File: src/rtl/occupancy_grid_scan_update_defines.svh
// Assertion macros shared by the occupancy grid scan update block.
`ifndef OCCUPANCY_GRID_SCAN_UPDATE_DEFINES_SVH
`define OCCUPANCY_GRID_SCAN_UPDATE_DEFINES_SVH
// Asserts that an antecedent implies a consequent in the next cycle.
`define OGSU_ASSERT_NEXT(label, clk, rst, ante, cons) \
  label: assert property (@(posedge clk) disable iff (rst) (ante) |=> (cons)) \
    else $error("assertion failed");
// Asserts that an antecedent implies a consequent in the same cycle.
`define OGSU_ASSERT_NOW(label, clk, rst, ante, cons) \
  label: assert property (@(posedge clk) disable iff (rst) (ante) |-> (cons)) \
    else $error("assertion failed");
`endif

File: src/rtl/ogsu_pkg.sv
// Package with the constants, types and helper functions of the occupancy grid block.
package ogsu_pkg;
  localparam int GridRowsDef = 256;
  localparam int GridColsDef = 256;
  localparam int BeamCountDef = 360;
  localparam int CordicSteps = 15;

  localparam logic [1:0] CMD_LOAD = 2'd0;
  localparam logic [1:0] CMD_POSE = 2'd1;
  localparam logic [1:0] CMD_UPDATE = 2'd2;
  localparam logic [1:0] CMD_READ = 2'd3;

  localparam logic [2:0] REG_FREE = 3'd0;
  localparam logic [2:0] REG_OCC = 3'd1;
  localparam logic [2:0] REG_PRIOR = 3'd2;
  localparam logic [2:0] REG_HALF = 3'd3;
  localparam logic [2:0] REG_OCOL = 3'd4;
  localparam logic [2:0] REG_OROW = 3'd5;

  typedef struct packed {
    logic clear_start;
    logic walk_start;
    logic read_start;
  } ogsu_cmd_t;

  typedef struct packed {
    logic clear_done;
    logic walk_done;
    logic read_done;
  } ogsu_stat_t;

  function automatic logic [15:0] atan_entry(input logic [3:0] k);
    logic [15:0] v;
    case (k)
      4'd0: v = 16'd8192;
      4'd1: v = 16'd4836;
      4'd2: v = 16'd2555;
      4'd3: v = 16'd1297;
      4'd4: v = 16'd651;
      4'd5: v = 16'd326;
      4'd6: v = 16'd163;
      4'd7: v = 16'd81;
      4'd8: v = 16'd41;
      4'd9: v = 16'd20;
      4'd10: v = 16'd10;
      4'd11: v = 16'd5;
      4'd12: v = 16'd3;
      4'd13: v = 16'd1;
      4'd14: v = 16'd1;
      default: v = 16'd0;
    endcase
    return v;
  endfunction

  function automatic logic signed [15:0] sat16(input logic signed [17:0] v);
    logic signed [15:0] r;
    if (v > 18'sd32767) r = 16'sh7fff;
    else if (v < -18'sd32768) r = -16'sh8000;
    else r = v[15:0];
    return r;
  endfunction
endpackage

File: src/rtl/ogsu_ctrl.sv
// Controller state machine that sequences clearing, map updates and cell reads.
module ogsu_ctrl import ogsu_pkg::*; (
  input  logic       clk,
  input  logic       rst,
  input  logic       in_valid,
  input  logic [1:0] in_command,
  input  logic       out_full,
  input  logic       out_take,
  input  ogsu_stat_t stat,
  output ogsu_cmd_t  cmd,
  output logic       accept,
  output logic       finish_now,
  output logic       busy
);
  typedef enum logic [4:0] {
    ST_CLEAR = 5'b00001,
    ST_IDLE  = 5'b00010,
    ST_WALK  = 5'b00100,
    ST_READ  = 5'b01000,
    ST_POST  = 5'b10000
  } state_t;

  state_t state;
  state_t state_next;
  logic   started;
  logic   started_next;

  assign busy = (state != ST_IDLE);
  assign accept = (state == ST_IDLE) && in_valid && (!out_full || out_take);

  always_comb begin
    state_next = state;
    started_next = started;
    cmd = '0;
    finish_now = 1'b0;
    case (state)
      ST_CLEAR: begin
        if (!started) begin
          cmd.clear_start = 1'b1;
          started_next = 1'b1;
        end else if (stat.clear_done) begin
          state_next = ST_IDLE;
          started_next = 1'b0;
        end
      end
      ST_IDLE: begin
        if (accept) begin
          case (in_command)
            CMD_UPDATE: begin
              cmd.walk_start = 1'b1;
              state_next = ST_WALK;
            end
            CMD_READ: begin
              cmd.read_start = 1'b1;
              state_next = ST_READ;
            end
            default: finish_now = 1'b1;
          endcase
        end
      end
      ST_WALK: begin
        if (stat.walk_done) state_next = ST_POST;
      end
      ST_READ: begin
        if (stat.read_done) state_next = ST_POST;
      end
      ST_POST: begin
        if (!out_full || out_take) begin
          finish_now = 1'b1;
          state_next = ST_IDLE;
        end
      end
      default: state_next = ST_IDLE;
    endcase
  end

  always_ff @(posedge clk) begin
    if (rst) begin
      state <= ST_CLEAR;
      started <= 1'b0;
    end else begin
      state <= state_next;
      started <= started_next;
    end
  end
endmodule

File: config.mk
export PLATFORM = sky130hd
export DESIGN_NAME = ogsu_ctrl
export DESIGN_NICKNAME = d
export VERILOG_FILES = /design/src/rtl/occupancy_grid_scan_update_defines.svh /design/src/rtl/ogsu_pkg.sv /design/src/rtl/ogsu_ctrl.sv
export SDC_FILE = /design/constraint.sdc
export NUM_CORES = 1
export LEC_CHECK = 0
export ABC_CLOCK_PERIOD_IN_PS = 1420
export BUFFER_PORTS_ARGS = -buffer_cell sky130_fd_sc_hd__buf_2
export CORE_AREA = 2 2 39 41
export CTS_CLUSTER_DIAMETER = 120
export DETAILED_ROUTE_END_ITERATION = 16
export DIE_AREA = 0 0 41 43
export PLACE_DENSITY = 0.55
export RECOVER_POWER = 50
export REMOVE_ABC_BUFFERS = 1
export SLEW_MARGIN = 20
export SYNTH_ARGS = -nofsm -noshare
export SYNTH_HDL_FRONTEND = slang
export SYNTH_SLANG_ARGS = --single-unit
File: constraint.sdc
create_clock -name clk -period 1.42 [get_ports clk]
set_clock_uncertainty 0.2 [all_clocks]
set_input_delay 0.284 -clock clk [delete_from_list [all_inputs] [get_ports clk]]
set_output_delay 0.284 -clock clk [all_outputs]
set_load 0.005 [all_outputs]
# [Word level (Yosys, flattened, before mapping)]
# Index checks and enable logic that the tools add are counted.
# Widths: inputs -> output; s select.
[op_classes] n_reduce_logical=6 mux=20 n_eq_ne=15
[ops] op="$mux 5" count=6
[ops] op="$pmux 5 s5" count=1
[ops] op="$ne 2x2->1 const B" count=6
[ops] op="$pmux 5 s2" count=1
[ops] op="$mux 1" count=9
[ops] op="$reduce_and 7->1" count=1
[ops] op="$eq 5x1->1 const B" count=1
[ops] op="$eq 5x2->1 const B" count=1
[ops] op="$eq 5x3->1 const B" count=1
[ops] op="$eq 5x4->1 const B" count=1
[ops] op="$eq 5x5->1 const B" count=1
[ops] op="$ne 5x2->1 const B" count=1
[ops] op="$eq 2x2->1 const B" count=2
[ops] op="$mux 2" count=2
[ops] op="$ne 3x1->1 const B" count=1
[ops] op="$logic_and 1x1->1" count=2
[ops] op="$pmux 1 s2" count=1
[ops] op="$reduce_or 2->1" count=1
[ops] op="$logic_not 1->1" count=1
[ops] op="$logic_or 1x1->1" count=1
[totals] word_cells=43 ff_bits=6

# [Longest topological paths before layout]
# Gate-level depths: netlist of the first run.
[depth] ltp_word=5 ltp_mapped=4 mapped_depth_nobuf=4

# [Worst setup path before layout of the first run]
# OpenSTA, ideal clock, no wires.
[synth_path] path_kind="reg-to-output" start="reg state[3]" end="out cmd[1] (netlist name)" t_required_ps=936 setup_slack_ps=-83 arrival_time_ps=1019 path_stages_with_launch=4 path_buffers=0 cell_sequence="dfxtp_1 -> nor4_4 -> nand4_2 -> nor3b_2"
[synth_rtl] item="start, declared" line_no="ogsu_ctrl.sv:23" source="state_t state;"
[synth_rtl] item="start signal, assigned" line_no="ogsu_ctrl.sv:82" source="state <= state_next;"
[synth_rtl] item="end, declared" line_no="ogsu_ctrl.sv:10" source="output ogsu_cmd_t cmd,"

==> metrics.yaml, run 1 <==
r2r_setup_slack_ns: -0.16
slew_headroom: 0.832
grt_max_degree: 6
max-clock-path-buffers: 2
track_usage: 0.143
async_flop_share: 0
leakage_nw: 0.363
antennaDiodeCount: 0
chipWidth_um: 41
yosys.area.top_type_share: 0.329
final_nets: 93
synth_area_per_cell_um2: 8.30
cp-startpoint: "state[2]$_SDFFE_PP0P_"
final_util: 0.527
multiInputGateArea_um2: 299
dp_hpwl_um: 740
pwr-share-seq: 0.318
path_max_fanout: 3
internal_power_w: 0.000460
holdWs_ns: 0.0801
grt_pass1_vias: 431
max_slew.worst_pin.slew_ns: 0.251
drtPass1Iterations: 4
via_count: 468
synth_most_common_cell: "dfxtp_1"
path_class: "flop to output port"
p_sw_frac: 0.320
tritoncts: "done"
hold_class: "input port to flop"
cts.reportedPaths.clkPinSlew_ns: 0.05
pwr-share-clk: 0.235
yosys_warnings: 0
fin_tns_setup_ns: -2.65
place.gp.congestion: 0.727
syn_area_um2: 365
syn_inst: 44
crit_required_ns: 0.94
cp-end-kind: "output port"
cts_made_buffers: 3
die-area_mm2: 0.00176
drv_slew: 0
worst_slack_ns: -0.432
post-place-ws_ns: -0.197
synth_edf_count: 0
ys.flop_type: "dfxtp_1"
cp.arrival_ns: 1.37
fmax_ghz: 0.540
cap_violations: 0
via_per_inst: 4.82
seqCellArea_um2: 123
ys_top_cells_by_area: "dfxtp_1, nor4_4, nand3_1, nand2_1, nor2b_1"
clk_latency_ns: 0.25
synth-seq-cells: 6
yosysSeqAreaShare: 0.329
routed_wl_um: 1080
grt.overflow.total: 0
antenna_found_initial: 0
core_mm2: 0.00138
cts_root_buffer: "clkbuf_4"
setup_viol: 10
cts.sinks: 6
final_antenna_net_count: 0
die_height_um: 43
vdd_drop_max_uv: 314
synthToLayoutAreaGrowth_pct: 99.7
combPwrFrac: 0.447
p_per_area_mw_per_mm2: 927
cts.htree.levels: 1
rsz0062_at_grt: "true"
place_area_um2: 551
period_minus_slack_ns: 1.85
drtIter0Drc: 6
final_area_um2: 729
r2r_start: "state[2]$_SDFFE_PP0P_"
synth_common_cells: "dfxtp_1, nand2_1, nand3_1"
hold_start: "rst"
yosysUniqueCellTypes: 23
start_kind: "flop"
drive_above_1_share: 0.667
grt_pass1_wl_um: 1660
initial_core_util: 0.264
io-pin-count: 16
io_buffers: 15
final.period_utilization: 1.30
violations: "setup timing"
fillers: 130
status: "finished, violations left"
rows: 14
power.switching_w: 0.000216
hold_violations: 0
route.detailed.drc: 0
synth_area_leader_cell: "dfxtp_1"
wl_per_cell_um: 11.1
==> layout make-up <==
class	count	share of cell area
multi-input cells	36	0.410
repair buffers	34	0.353
flip-flops and latches	6	0.168
clock buffers	3	0.0309
well taps	16	0.0274
inverters	2	0.0103
==> critical path: stages (launching register included) <==
cell and delay (ns):
dfxtp_2 0.33, nor4_4 0.30, nand4_2 0.16, nor3b_2 0.20, buf_2 0.14
==> through the flow <==
step	power, W	std cells
global placement	0.000416	87
detailed placement	0.000417	87
global route	0.000714	97
finish	0.000676	97
floorplan	0.000313	44
CTS	0.000655	95
==> cell usage in the layout (no fill, tap or decap) <==
cell type and instances:
dfxtp_2 2, nand3b_1 1, clkbuf_2 1, nor2b_2 1, a22o_1 1, nor2_1 2, nand2b_1 1, nand3_1 2
o21ai_1 1, inv_1 2, xor2_1 1, nor2b_1 2, o32ai_2 1, nor3_4 1, clkbuf_4 3, a21oi_2 1
and2_1 1, buf_4 10, nor3b_1 1, nand2_2 1, and4_4 1, a21oi_1 1, nand2_4 1, nand2_1 3
dfxtp_1 4, buf_6 10, o21ai_0 1, nand4_2 1, nor4_4 1, o21a_1 1, nand3_2 2, nor3_2 1
or3_4 1, nor3b_2 2, nor3_1 1, buf_2 13, and3_1 1
==> power groups by stage <==
| stage | combinational [W] | sequential (W) | clock [W] |
|---|---|---|---|
| finish | 0.000302 | 0.000215 | 0.000159 |
| CTS | 0.000279 | 0.000215 | 0.000161 |
| global placement | 0.000203 | 0.000213 | 0 |
| detailed placement | 0.000205 | 0.000212 | 0 |
| global route | 0.000331 | 0.000219 | 0.000164 |
| floorplan | 0.0000982 | 0.000215 | 0 |
==> registers in the layout, indices dropped and copies added, names as in the netlist <==
register,flops
started,1
state,5
==> logic make-up after synthesis <==
kind of cell | count (synthesis) | share of synthesized area
flops | 6 | 0.329
simple gates | 28 | 0.503
compound gates | 7 | 0.123
buf+inv | 2 | 0.0206
xor+xnor | 1 | 0.0240
==> final timing paths <==
kind                            to  cells past startpoint
max                         cmd[1]                      4
max reg2reg  state[1]$_SDFFE_PP0P_                      8
min          state[4]$_SDFFE_PP0P_                      2
min reg2reg   started$_SDFFE_PP0N_                      2
==> layer usage <==
layer  routed length [um]  vias to the layer above  GRT usage  share of wire
met5                    0                        -          0              0
met4                   27                        0      0.100          0.025
met3                   41                        3     0.0157          0.038
met2                  568                       13      0.234           0.53
met1                  438                      216      0.160           0.41
li1                     -                      236          -              -
==> timing repair <==
action	CTS	global route
cloned	0	0
resized for setup	21	6
setup endpoints to repair	9	10
hold buffers	0	0
buffers inserted	6	3
hold endpoints to repair	0	0
pin swaps	8	5
Power figures use the tool's default switching activity.
==> run 2, diff against run 1 <==
--- a/config.mk
+++ b/config.mk
@@ -11,8 +11,8 @@
 export CTS_CLUSTER_DIAMETER = 120
 export DETAILED_ROUTE_END_ITERATION = 16
 export DIE_AREA = 0 0 41 43
-export PLACE_DENSITY = 0.55
-export RECOVER_POWER = 50
+export PLACE_DENSITY = 0.63
+export RECOVER_POWER = 100
 export REMOVE_ABC_BUFFERS = 1
 export SLEW_MARGIN = 20
 export SYNTH_ARGS = -nofsm -noshare
==> constraint.sdc (replaced) <==
create_clock -name clk -period 1.42 [get_ports clk]
set_clock_uncertainty 0.2 [all_clocks]
set_input_delay 0.142 -clock clk [delete_from_list [all_inputs] [get_ports clk]]
set_output_delay 0.142 -clock clk [all_outputs]
set_load 0.005 [all_outputs]
==> metrics.yaml, run 2 (synthesized netlist as in run 1, its figures left out) <==
period_minus_slack_ns: 1.80
leakage_nw: 0.353
grt_pass1_wl_um: 1670
place.gp.congestion: 0.792
violations: "setup timing"
fillers: 141
io_buffers: 15
max_slew.worst_pin.slew_ns: 0.298
grtUsageMet2: 0.241
synthToLayoutAreaGrowth_pct: 97.6
crit_required_ns: 1.08
seqCellArea_um2: 129
drtPass1Iterations: 2
grt.overflow.total: 0
worst_slack_ns: -0.381
cts_root_buffer: "clkbuf_4"
use_met1: 0.152
drtIter0Drc: 4
hold_start: "stat[2]"
antenna_found_initial: 0
multiInputGateArea_um2: 283
top_regs: "state: 5 flops, started: 1 flops"
p_per_area_mw_per_mm2: 899
die-area_mm2: 0.00176
drive_above_1_share: 0.630
core_mm2: 0.00138
cts.reportedPaths.clkPinSlew_ns: 0.04
r2r_start: "state[3]$_SDFFE_PP0P_"
cts_made_buffers: 3
fin_tns_setup_ns: -2.40
wl_per_cell_um: 11.8
antennaDiodeCount: 0
slew_headroom: 0.800
final.period_utilization: 1.27
grt_pass1_vias: 415
grtUsageMet3: 0.0366
rows: 14
setup_viol: 10
cap_violations: 0
routed_wl_um: 1140
holdPathStages: 4
cp-startpoint: "state[3]$_SDFFE_PP0P_"
via_per_inst: 4.78
stdcell_count: 97
initial_core_util: 0.264
chipWidth_um: 41
cp-end-kind: "output port"
tritoncts: "done"
dp_cells: 83
drv_slew: 0
mostFrequentLayoutCells: "buf_2, buf_4, buf_6"
regMostFlops: "state"
path_max_fanout: 3
via_count: 464
busiest_layer: "met2"
cts.sinks: 6
reg2reg_depth: 5
clk_latency_ns: 0.24
final_antenna_net_count: 0
grt_max_degree: 6
final_nets: 93
rsz0062_at_grt: "true"
path_class: "flop to output port"
start_kind: "flop"
fmax_ghz: 0.555
dp_hpwl_um: 777
final_common_cell: "buf_2"
largest_reg_flops: 5
cts.htree.levels: 1
track_usage: 0.150
hold_class: "input port to flop"
route.detailed.drc: 0
die_height_um: 43
io-pin-count: 16
vdd_drop_max_uv: 423
max-clock-path-buffers: 2
cp.arrival_ns: 1.46
status: "finished, violations left"
hold_violations: 0
run 2: cell count changes in the layout (fill, tap and decap cells not counted), sizes merged:
| cell | change |
|---|---|
| dlygate4sd3 | +1 |
| buf | -1 |
run 2: per-stage QoR:
| stage | power [W] | instance area [um^2] | worst slack, ns | utilization | hold slack [ns] |
|---|---|---|---|---|---|
| 5_1_grt | 0.000695 | 722 | -0.484 | 0.522 | 0.0338 |
| 4_1_cts | 0.000643 | 663 | -0.380 | 0.479 | 0.0206 |
| 3_5_place_dp | 0.000410 | 520 | -0.129 | 0.376 | 0.175 |
| 3_3_place_gp | 0.000406 | 520 | -0.0367 | 0.376 | 0.180 |
| 2_1_floorplan | 0.000313 | 365 | -0.0139 | - | 0.0111 |
| 6_report | 0.000649 | 722 | -0.381 | 0.522 | 0.0273 |
run 2: timing repair:
action / 4_1_cts / 5_1_grt
pin swaps: 7 / 7
setup buffers: 6 / 5
setup endpoints to repair: 10 / 10
hold endpoints to repair: 3 / 0
resized for setup: 17 / 7
hold buffers: 1 / 0
run 2: power by group:
| part | switching (W) | total (W) | internal [W] |
|---|---|---|---|
| Sequential | 0.0000228 | 0.000213 | 0.000190 |
| Clock | 0.0000595 | 0.000155 | 0.0000954 |
| Combinational | 0.000127 | 0.000282 | 0.000155 |
| Total | 0.000209 | 0.000649 | 0.000440 |
run 2: final timing paths:
kind | slack (ns) | to
min | 0.03 | state[0]$_SDFFE_PP1P_
max reg2reg | -0.17 | state[2]$_SDFFE_PP0P_
max | -0.38 | cmd[1]
min reg2reg | 0.32 | started$_SDFFE_PP0N_
run 2: area by class of cell:
type,count,share of cell area
Clock buffer,3,0.0312
Inverter,2,0.0104
Multi-Input combinational cell,36,0.392
Sequential cell,6,0.179
Tap cell,16,0.0277
Timing Repair Buffer,34,0.360
run 2: metal layers:
layer	share of wire	wire [um]
met2	0.52	599
met4	0.024	27
met3	0.067	76
met1	0.38	439
met5	0	0
run 2: critical path, cell delays in order (launching register included):
cell and delay [ns]:
dfxtp_4 0.34, nor4_4 0.32, nand4_2 0.16, nor3b_2 0.24, buf_2 0.15
